$ cat config.mk
export PLATFORM = sky130hd
export DESIGN_NAME = rpn_stack_evaluator
export DESIGN_NICKNAME = d
export VERILOG_FILES = /design/src/rpn_pkg.sv /design/src/rpn_div.sv /design/src/rpn_dpath.sv /design/src/rpn_ctrl.sv /design/src/rpn_stack_evaluator.sv
export VERILOG_INCLUDE_DIRS = /design/src /design/src/src
export SDC_FILE = /design/constraint.sdc
export NUM_CORES = 2
export LEC_CHECK = 0
export BUFFER_PORTS_ARGS = -buffer_cell sky130_fd_sc_hd__buf_2
export CAP_MARGIN = 20
export CORE_UTILIZATION = 60
export CTS_BUF_LIST = sky130_fd_sc_hd__clkbuf_16
export CTS_CLUSTER_DIAMETER = 60
export CTS_CLUSTER_SIZE = 10
export DETAILED_ROUTE_END_ITERATION = 12
export PLACE_DENSITY = 0.72
export RECOVER_POWER = 50
export REMOVE_ABC_BUFFERS = 1
export SYNTH_ARGS = -nofsm -noshare
export SYNTH_HDL_FRONTEND = slang
export SYNTH_SLANG_ARGS = --single-unit
$ cat constraint.sdc
create_clock -name clk -period 15.4 [get_ports clk]
set_input_delay 0.77 -clock clk [delete_from_list [all_inputs] [get_ports clk]]
set_output_delay 0.77 -clock clk [all_outputs]
set_load 0.01 [all_outputs]
$ cat src/rpn_stack_evaluator_defines.svh
// -----------------------------------------------------------------------------
// rpn_stack_evaluator_defines: assertion macros for the RPN evaluator
// Shared concurrent-assertion shorthands, clocked on the rising edge and
// disabled while the active-low reset is asserted.
// -----------------------------------------------------------------------------
`ifndef RPN_STACK_EVALUATOR_DEFINES_SVH
`define RPN_STACK_EVALUATOR_DEFINES_SVH

// Same-cycle implication: cons must hold whenever ante holds.
`define RPN_ASSERT_IMPL(label, clk, rst_n, ante, cons, msg) \
	label: assert property (@(posedge clk) disable iff (!(rst_n)) (ante) |-> (cons)) \
		else $error(msg);

// Next-cycle implication: cons must hold in the cycle after ante.
`define RPN_ASSERT_NEXT(label, clk, rst_n, ante, cons, msg) \
	label: assert property (@(posedge clk) disable iff (!(rst_n)) (ante) |=> (cons)) \
		else $error(msg);

`endif

$ cat src/rpn_pkg.sv
// -----------------------------------------------------------------------------
// rpn_pkg: shared types and constants of the RPN stack evaluator
// Token and status codes, stack sizing, and the command/status bundles
// between the controller and the datapath.
// -----------------------------------------------------------------------------
package rpn_pkg;

	localparam int STACK_DEPTH = 64;
	localparam int DATA_W      = 32;
	localparam int ADDR_W      = (STACK_DEPTH > 1) ? $clog2(STACK_DEPTH) : 1;
	localparam int CNT_W       = $clog2(STACK_DEPTH + 1);

	// token codes
	localparam logic [2:0] MODE_PUSH  = 3'd0;
	localparam logic [2:0] MODE_ADD   = 3'd1;
	localparam logic [2:0] MODE_SUB   = 3'd2;
	localparam logic [2:0] MODE_MUL   = 3'd3;
	localparam logic [2:0] MODE_DIV   = 3'd4;
	localparam logic [2:0] MODE_OTHER = 3'd5;

	// result status codes
	localparam logic [2:0] ST_OK        = 3'd0;
	localparam logic [2:0] ST_UNDERFLOW = 3'd1;
	localparam logic [2:0] ST_LEFTOVER  = 3'd2;
	localparam logic [2:0] ST_EMPTY     = 3'd3;
	localparam logic [2:0] ST_DIVZERO   = 3'd4;
	localparam logic [2:0] ST_OVERFLOW  = 3'd5;

	// controller -> datapath
	typedef struct packed {
		logic load;       // capture the input token
		logic push;       // push operand or flag overflow
		logic set_under;  // flag underflow
		logic rd_ops;     // read the two top entries
		logic pop2;       // drop the two operands
		logic eval;       // register add/sub/mul result
		logic set_dz;     // flag divide by zero
		logic div_start;  // launch the divider
		logic div_take;   // register the quotient
		logic wb;         // push the registered result
		logic fin_rd;     // read the bottom entry
		logic fin_out;    // load the result register, clear the expression
	} cmd_t;

	// datapath -> controller
	typedef struct packed {
		logic err;        // sticky error pending
		logic is_push;
		logic is_arith;   // add, subtract or multiply
		logic is_div;
		logic cnt_lt2;
		logic b_zero;
		logic last;
		logic div_done;
		logic out_free;   // result register can take a new result
	} sts_t;

endpackage

$ cat src/rpn_div.sv
// -----------------------------------------------------------------------------
// rpn_div: iterative signed divider
// Restoring division on magnitudes, one quotient bit per cycle, quotient
// negated when the operand signs differ. Truncates toward zero.
// -----------------------------------------------------------------------------
module rpn_div
	import rpn_pkg::*;
(
	input  logic              clk,
	input  logic              arst_n,
	input  logic              start,
	input  logic [DATA_W-1:0] dividend,
	input  logic [DATA_W-1:0] divisor,
	output logic              done,
	output logic [DATA_W-1:0] quotient
);

	localparam int ITER_W = $clog2(DATA_W + 1);

	logic              busy_q;
	logic              done_q;
	logic [ITER_W-1:0] iter_q;
	logic [DATA_W-1:0] rem_q;
	logic [DATA_W-1:0] quo_q;
	logic [DATA_W-1:0] dvs_q;
	logic              neg_q;
	logic [DATA_W:0]   trial;

	assign trial = {rem_q, quo_q[DATA_W-1]} - {1'b0, dvs_q};

	always_ff @(posedge clk or negedge arst_n) begin
		if (!arst_n) begin
			busy_q <= 1'b0;
			done_q <= 1'b0;
			iter_q <= '0;
		end else begin
			done_q <= 1'b0;
			if (start) begin
				busy_q <= 1'b1;
				iter_q <= ITER_W'(DATA_W);
			end else if (busy_q) begin
				iter_q <= iter_q - 1'b1;
				if (iter_q == ITER_W'(1)) begin
					busy_q <= 1'b0;
					done_q <= 1'b1;
				end
			end
		end
	end

	always_ff @(posedge clk) begin
		if (start) begin
			rem_q <= '0;
			quo_q <= dividend[DATA_W-1] ? (~dividend + 1'b1) : dividend;
			dvs_q <= divisor[DATA_W-1] ? (~divisor + 1'b1) : divisor;
			neg_q <= dividend[DATA_W-1] ^ divisor[DATA_W-1];
		end else if (busy_q) begin
			if (!trial[DATA_W]) begin
				rem_q <= trial[DATA_W-1:0];
				quo_q <= {quo_q[DATA_W-2:0], 1'b1};
			end else begin
				rem_q <= {rem_q[DATA_W-2:0], quo_q[DATA_W-1]};
				quo_q <= {quo_q[DATA_W-2:0], 1'b0};
			end
		end
	end

	assign done     = done_q;
	assign quotient = neg_q ? (~quo_q + 1'b1) : quo_q;

endmodule

$ cat src/rpn_dpath.sv
// -----------------------------------------------------------------------------
// rpn_dpath: datapath of the RPN stack evaluator
// Token register, stack memory with count and sticky error, ALU, divider
// and the result register.
// -----------------------------------------------------------------------------
`include "rpn_stack_evaluator_defines.svh"

module rpn_dpath
	import rpn_pkg::*;
(
	input  logic              clk,
	input  logic              arst_n,
	input  cmd_t              cmd,
	output sts_t              sts,
	input  logic [2:0]        in_mode,
	input  logic [DATA_W-1:0] in_operand,
	input  logic              in_last,
	output logic              out_valid,
	input  logic              out_ready,
	output logic [DATA_W-1:0] out_value,
	output logic [2:0]        out_status
);

	logic [DATA_W-1:0] mem [STACK_DEPTH];

	logic [2:0]        mode_q;
	logic [DATA_W-1:0] operand_q;
	logic              last_q;
	logic [CNT_W-1:0]  cnt_q;
	logic [2:0]        err_q;
	logic [DATA_W-1:0] rd_a_q;
	logic [DATA_W-1:0] rd_b_q;
	logic [DATA_W-1:0] res_q;
	logic              out_valid_q;
	logic [DATA_W-1:0] out_value_q;
	logic [2:0]        out_status_q;

	logic [CNT_W-1:0]  cnt_m1;
	logic [CNT_W-1:0]  cnt_m2;
	logic              div_done;
	logic [DATA_W-1:0] div_quo;
	logic              is_push;
	logic              is_arith;
	logic              is_div;

	assign cnt_m1 = cnt_q - CNT_W'(1);
	assign cnt_m2 = cnt_q - CNT_W'(2);

	always_comb begin
		is_push  = 1'b0;
		is_arith = 1'b0;
		is_div   = 1'b0;
		unique case (mode_q) inside
			MODE_PUSH:                   is_push  = 1'b1;
			MODE_ADD, MODE_SUB, MODE_MUL: is_arith = 1'b1;
			MODE_DIV:                    is_div   = 1'b1;
			default:                     ;
		endcase
	end

	always_ff @(posedge clk) begin
		if (cmd.load) begin
			mode_q    <= in_mode;
			operand_q <= in_operand;
			last_q    <= in_last;
		end
	end

	// stack memory: one write, two registered reads
	always_ff @(posedge clk) begin
		if (cmd.push && (cnt_q != CNT_W'(STACK_DEPTH)))
			mem[cnt_q[ADDR_W-1:0]] <= operand_q;
		else if (cmd.wb)
			mem[cnt_q[ADDR_W-1:0]] <= res_q;
		if (cmd.rd_ops) begin
			rd_a_q <= mem[cnt_m2[ADDR_W-1:0]];
			rd_b_q <= mem[cnt_m1[ADDR_W-1:0]];
		end else if (cmd.fin_rd) begin
			rd_a_q <= mem[0];
		end
	end

	always_ff @(posedge clk or negedge arst_n) begin
		if (!arst_n) begin
			cnt_q <= '0;
			err_q <= ST_OK;
		end else begin
			if (cmd.fin_out) begin
				cnt_q <= '0;
				err_q <= ST_OK;
			end else begin
				if (cmd.push) begin
					if (cnt_q == CNT_W'(STACK_DEPTH))
						err_q <= ST_OVERFLOW;
					else
						cnt_q <= cnt_q + CNT_W'(1);
				end
				if (cmd.set_under)
					err_q <= ST_UNDERFLOW;
				if (cmd.set_dz)
					err_q <= ST_DIVZERO;
				if (cmd.pop2)
					cnt_q <= cnt_m2;
				if (cmd.wb)
					cnt_q <= cnt_q + CNT_W'(1);
			end
		end
	end

	// one operation per token: wrap-around add, subtract, low half of product
	always_ff @(posedge clk) begin
		if (cmd.eval) begin
			case (mode_q)
				MODE_ADD: res_q <= rd_a_q + rd_b_q;
				MODE_SUB: res_q <= rd_a_q - rd_b_q;
				default:  res_q <= rd_a_q * rd_b_q;
			endcase
		end else if (cmd.div_take) begin
			res_q <= div_quo;
		end
	end

	rpn_div u_div (
		.clk      (clk),
		.arst_n   (arst_n),
		.start    (cmd.div_start),
		.dividend (rd_a_q),
		.divisor  (rd_b_q),
		.done     (div_done),
		.quotient (div_quo)
	);

	always_ff @(posedge clk or negedge arst_n) begin
		if (!arst_n) begin
			out_valid_q <= 1'b0;
		end else begin
			if (cmd.fin_out)
				out_valid_q <= 1'b1;
			else if (out_ready)
				out_valid_q <= 1'b0;
		end
	end

	always_ff @(posedge clk) begin
		if (cmd.fin_out) begin
			if (err_q != ST_OK) begin
				out_status_q <= err_q;
				out_value_q  <= '0;
			end else if (cnt_q > CNT_W'(1)) begin
				out_status_q <= ST_LEFTOVER;
				out_value_q  <= '0;
			end else if (cnt_q == '0) begin
				out_status_q <= ST_EMPTY;
				out_value_q  <= '0;
			end else begin
				out_status_q <= ST_OK;
				out_value_q  <= rd_a_q;
			end
		end
	end

	assign sts.err      = (err_q != ST_OK);
	assign sts.is_push  = is_push;
	assign sts.is_arith = is_arith;
	assign sts.is_div   = is_div;
	assign sts.cnt_lt2  = (cnt_q < CNT_W'(2));
	assign sts.b_zero   = (rd_b_q == '0);
	assign sts.last     = last_q;
	assign sts.div_done = div_done;
	assign sts.out_free = !out_valid_q || out_ready;

	assign out_valid  = out_valid_q;
	assign out_value  = out_value_q;
	assign out_status = out_status_q;

	`RPN_ASSERT_IMPL(a_cnt_bound, clk, arst_n, 1'b1, cnt_q <= CNT_W'(STACK_DEPTH),
		"stack count beyond depth")
	`RPN_ASSERT_NEXT(a_fin_clears, clk, arst_n, cmd.fin_out, (cnt_q == '0) && (err_q == ST_OK),
		"expression state not cleared after result")
	`RPN_ASSERT_IMPL(a_wb_no_err, clk, arst_n, cmd.wb, err_q == ST_OK,
		"result written back under a pending error")
	`RPN_ASSERT_IMPL(a_pop_has_ops, clk, arst_n, cmd.pop2, cnt_q >= CNT_W'(2),
		"operands popped from a short stack")

endmodule

$ cat src/rpn_ctrl.sv
// -----------------------------------------------------------------------------
// rpn_ctrl: sequencer of the RPN stack evaluator
// Walks one token through check, operand read, evaluate, divide wait and
// write-back, then finishes the expression on its last token.
// -----------------------------------------------------------------------------
module rpn_ctrl
	import rpn_pkg::*;
(
	input  logic clk,
	input  logic arst_n,
	input  logic in_valid,
	output logic in_ready,
	output cmd_t cmd,
	input  sts_t sts
);

	typedef enum logic [2:0] {
		S_IDLE,
		S_EXEC,
		S_OPER,
		S_DIVW,
		S_WB,
		S_FIN_RD,
		S_FIN_OUT
	} state_t;

	state_t state_q;
	state_t state_nx;
	state_t done_nx;

	assign done_nx  = sts.last ? S_FIN_RD : S_IDLE;
	assign in_ready = (state_q == S_IDLE);

	always_comb begin
		cmd      = '0;
		state_nx = state_q;
		unique case (state_q)
			S_IDLE: begin
				if (in_valid) begin
					cmd.load = 1'b1;
					state_nx = S_EXEC;
				end
			end
			S_EXEC: begin
				if (sts.err) begin
					state_nx = done_nx;
				end else if (sts.is_push) begin
					cmd.push = 1'b1;
					state_nx = done_nx;
				end else if (sts.cnt_lt2) begin
					cmd.set_under = 1'b1;
					state_nx      = done_nx;
				end else begin
					cmd.rd_ops = 1'b1;
					state_nx   = S_OPER;
				end
			end
			S_OPER: begin
				cmd.pop2 = 1'b1;
				if (sts.is_arith) begin
					cmd.eval = 1'b1;
					state_nx = S_WB;
				end else if (sts.is_div) begin
					if (sts.b_zero) begin
						cmd.set_dz = 1'b1;
						state_nx   = done_nx;
					end else begin
						cmd.div_start = 1'b1;
						state_nx      = S_DIVW;
					end
				end else begin
					state_nx = done_nx;
				end
			end
			S_DIVW: begin
				if (sts.div_done) begin
					cmd.div_take = 1'b1;
					state_nx     = S_WB;
				end
			end
			S_WB: begin
				cmd.wb   = 1'b1;
				state_nx = done_nx;
			end
			S_FIN_RD: begin
				cmd.fin_rd = 1'b1;
				state_nx   = S_FIN_OUT;
			end
			S_FIN_OUT: begin
				if (sts.out_free) begin
					cmd.fin_out = 1'b1;
					state_nx    = S_IDLE;
				end
			end
			default: state_nx = S_IDLE;
		endcase
	end

	always_ff @(posedge clk or negedge arst_n) begin
		if (!arst_n)
			state_q <= S_IDLE;
		else
			state_q <= state_nx;
	end

endmodule

$ cat src/rpn_stack_evaluator.sv
// -----------------------------------------------------------------------------
// rpn_stack_evaluator: reverse Polish token evaluator with a bounded stack
//
//   channel   dir  tdata                         tuser         tlast
//   s_axis    in   [2:0] mode, [34:3] operand    -             last token
//   m_axis    out  [31:0] value                  [2:0] status  -
//
// A push, a rejected or a skipped token ends in the check step; add, subtract
// and multiply go on through operand read, evaluate and write-back; divide
// waits for the divider (32 quotient bits, one bit per cycle) before write-back.
// The last token then reads the stack bottom and loads the result register.
// Reset (arst_n low) empties the stack and clears the sticky error; stack
// memory contents are left as they are, no clearing pass is run.
// A result waits in the output register while the next tokens are taken; the
// block stalls only when a second result is ready before the first is taken.
// -----------------------------------------------------------------------------
module rpn_stack_evaluator
	import rpn_pkg::*;
(
	input  logic        clk,
	input  logic        arst_n,
	// input transactions: one token each
	input  logic        s_tvalid,
	output logic        s_tready,
	input  logic [39:0] s_tdata,   // [2:0] mode, [34:3] operand, [39:35] zero
	input  logic        s_tlast,   // last token of the expression
	// output transactions: one result per expression
	output logic        m_tvalid,
	input  logic        m_tready,
	output logic [31:0] m_tdata,   // [31:0] value
	output logic [7:0]  m_tuser    // [2:0] status, [7:3] zero
);

	cmd_t        cmd;
	sts_t        sts;
	logic [2:0]  out_status;

	// sequencer: hands out one step command per cycle unless it is waiting
	rpn_ctrl u_ctrl (
		.clk      (clk),
		.arst_n   (arst_n),
		.in_valid (s_tvalid),
		.in_ready (s_tready),
		.cmd      (cmd),
		.sts      (sts)
	);

	// datapath: stack, ALU, divider and result register
	rpn_dpath u_dpath (
		.clk        (clk),
		.arst_n     (arst_n),
		.cmd        (cmd),
		.sts        (sts),
		.in_mode    (s_tdata[2:0]),
		.in_operand (s_tdata[34:3]),
		.in_last    (s_tlast),
		.out_valid  (m_tvalid),
		.out_ready  (m_tready),
		.out_value  (m_tdata),
		.out_status (out_status)
	);

	// pad the status up to a whole byte
	assign m_tuser = {5'b0, out_status};

endmodule

==> impl_metrics.csv <==
group,metric,value,unit
clocking,root_buffer,"clkbuf_16",
grt,first_global_vias,74877,
route,drt-total-wl,392.1,mm
synth,synth_top_cell_area_share,0.5418,
die,die_w,460.9,µm
layout,final_util,0.6617,
flow_run,max_cap_viol_count,44,
timing,rsz0062_at_grt,"no",
worst_setup_path,slowest_stage,"dfrtp_1",
synth,synth_area_per_cell,17.48,µm²
die,dieHeight,460.9,µm
hold_path,hp-class,"input port to register",
clocking,cts_sinks,2333,
timing,slew_viol_final,2400,
grt,gr-total-overflow,0,
synth,ys_types,81,
clocking,cts_setup_buffers,0,
timing,setup_violations,0,
clocking,clk_pin_slew,0.06,ns
clocking,holdBufCountCts,16,
route,drt_iter0_markers,11937,
placement,port_buffers,76,
synth,ys_seq_area_frac,0.5510,
worst_setup_path,endpoint_kind,"register",
layout,layout.nets,7964,
grt,grt_use_total,0.3763,
clocking,clock_path_buffers,4,
layout,largest_reg_flops,2048,
layout,drive_gt1_frac,0.2718,
die,rows,168,
route,vias,75321,
route,ant_nets,0,
clocking,htreeDepth,5,
clocking,cts_resized,0,
route,wl_per_cell,38.45,µm
synth,yosys.area.top_type,"edfxtp_1",
hold_path,holdPathStages,1,
die,io_pins,87,
timing,post-route-period-util,0.5801,
clocking,cts_tree,"built",
worst_setup_path,cp.arrival,9.56,ns
synth,syn-cell-area,0.1264,mm²
synth,synthCells,7228,
timing,min_period,8.934,ns
grt,grt_max_degree,136,
placement,gp_congestion,0.9698,
synth,synthFlopType,"edfxtp_1",
worst_setup_path,reg2reg_depth,9,
timing,worstMarginPinSlew,4.547,ns
timing,fin_skew,0.06539,ns
worst_setup_path,critical_path.cell_chain,"buf_12, buf_12, buf_4, buf_4, buf_4, mux4_2, mux4_2, mux4_2, mux2_2",
timing,final-hold-violation-count,0,
clocking,clk-insertion-delay-late,0.93,ns
worst_setup_path,crit_type,"register to register",
worst_setup_path,critPathRequiredTime,16.03,ns
synth,synth_edf_count,2280,
placement,dp_hpwl,220.2,mm
worst_setup_path,crit_buf_inv,5,
synth,synth_warnings,0,
worst_setup_path,cp_top_family,"buffers and inverters",
worst_setup_path,start_kind,"register",
die,dieArea,0.2124,mm²
status,violations,"capacitance limit, slew limit",
grt,antenna_found_initial,27,
timing,fin_tns_setup,0,ns
route,drc,0,
route,dr.pass1.iters,6,
worst_setup_path,cp.depth,9,
timing,fmax,0.1119,GHz
layout,areaGrowthSynthToFinish,9.626,%
status,outcome,"finished, violations left",
die,coreArea,0.2094,mm²
grt,grt_pass1_wl,552.4,mm
timing,max-slew-margin-rel,-2.031,
route,viasPerCell,7.384,
clocking,cts_buffers,294,
die,start_util,0.6036,
synth,ys_seq_elements,2333,
worst_setup_path,crit_fanout,133,
worst_setup_path,max_stage_delay,2.56,ns
synth,synthTopCellsByArea,"edfxtp_1 54%, mux4_2 24%, fa_1 6.5%",
synth,async_flop_share,0.009001,
-- area by class of cell --
| class | count | area (µm²) |
|---|---|---|
| fillers | 13934 | 70830 |
| flip-flops and latches | 2333 | 69640 |
| multi-input cells | 3955 | 53790 |
| clock buffers | 300 | 7507 |
| well taps | 2805 | 3510 |
| repair buffers | 282 | 1983 |
| inverters | 442 | 1659 |
| clock inverters | 53 | 362.8 |
| diodes | 30 | 75.07 |
-- through the flow --
stage | area, µm² | hold WS [ns] | setup slack [ns] | instances
finish | 138500 | 0.04495 | 6.466 | 10200
global route | 138500 | 0.01451 | 5.703 | 10187
CTS | 138500 | 0.0006804 | 7.492 | 10154
detailed placement | 130500 | 0.4807 | 7.485 | 9785
global placement | 130400 | 0.4726 | 7.657 | 9784
floorplan | 124400 | 0.4578 | -38.72 | 6730
-- cell usage after synthesis, types with 27 or more instances --
master	n
a21oi_1	140
and2_1	349
buf_1	108
clkbuf_1	370
dfxtp_1	32
edfxtp_1	2280
fa_1	410
ha_1	201
inv_1	440
mux2_2	64
mux2i_1	30
mux4_2	1344
nand2_1	394
nand2b_1	27
nor2_1	171
nor3_1	34
o21ai_0	112
o21ai_1	61
xnor2_1	147
xor2_1	125
-- metal layers --
layer,up-vias,part of all wire,track usage
met1,39435,0.34,0.4961
met3,1181,0.14,0.1214
met5,-,0.00046,0
met4,16,0.065,0.2094
li1,28672,-,-
met2,6017,0.46,0.5588
-- layout by cell type, fill, tap and decap left out, types with 140 or more instances in the layout --
cell          n
mux4_2     1344
clkbuf_16   300
and2_1      334
fa_1        410
nand2_1     394
edfxtp_1   2280
ha_1        200
xnor2_1     144
inv_1       465
a21oi_1     140
buf_4       157
-- final timing paths --
check	startpoint	endpoint	slack, ns
min in group asynchronous	arst_n	u_dpath.u_div.iter_q[1]	0.88
max in group asynchronous	arst_n	u_dpath.cnt_q[1]	13.26
worst min-delay path	s_tdata[10]	u_dpath.operand_q[7]	0.04
worst max register to register	u_dpath.cnt_q[0]	u_dpath.rd_a_q[17]	6.47
worst max-delay path	u_dpath.cnt_q[0]	u_dpath.rd_a_q[17]	6.47
worst min register to register	u_dpath.u_div.rem_q[17]	u_dpath.u_div.rem_q[17]	0.49
-- logic make-up after synthesis --
kind of cell	after synthesis	share of synthesized area
fa+ha+maj	611	0.08486
simple gates	1125	0.04485
mux	1438	0.2476
xor+xnor	272	0.01885
flops	2333	0.5510
buf+inv	944	0.02843
compound gates	504	0.02432
other cells	1	0.00002968
Power is not shown: default switching activity piles up to over one toggle a cycle in this logic, so the estimate is an artifact.
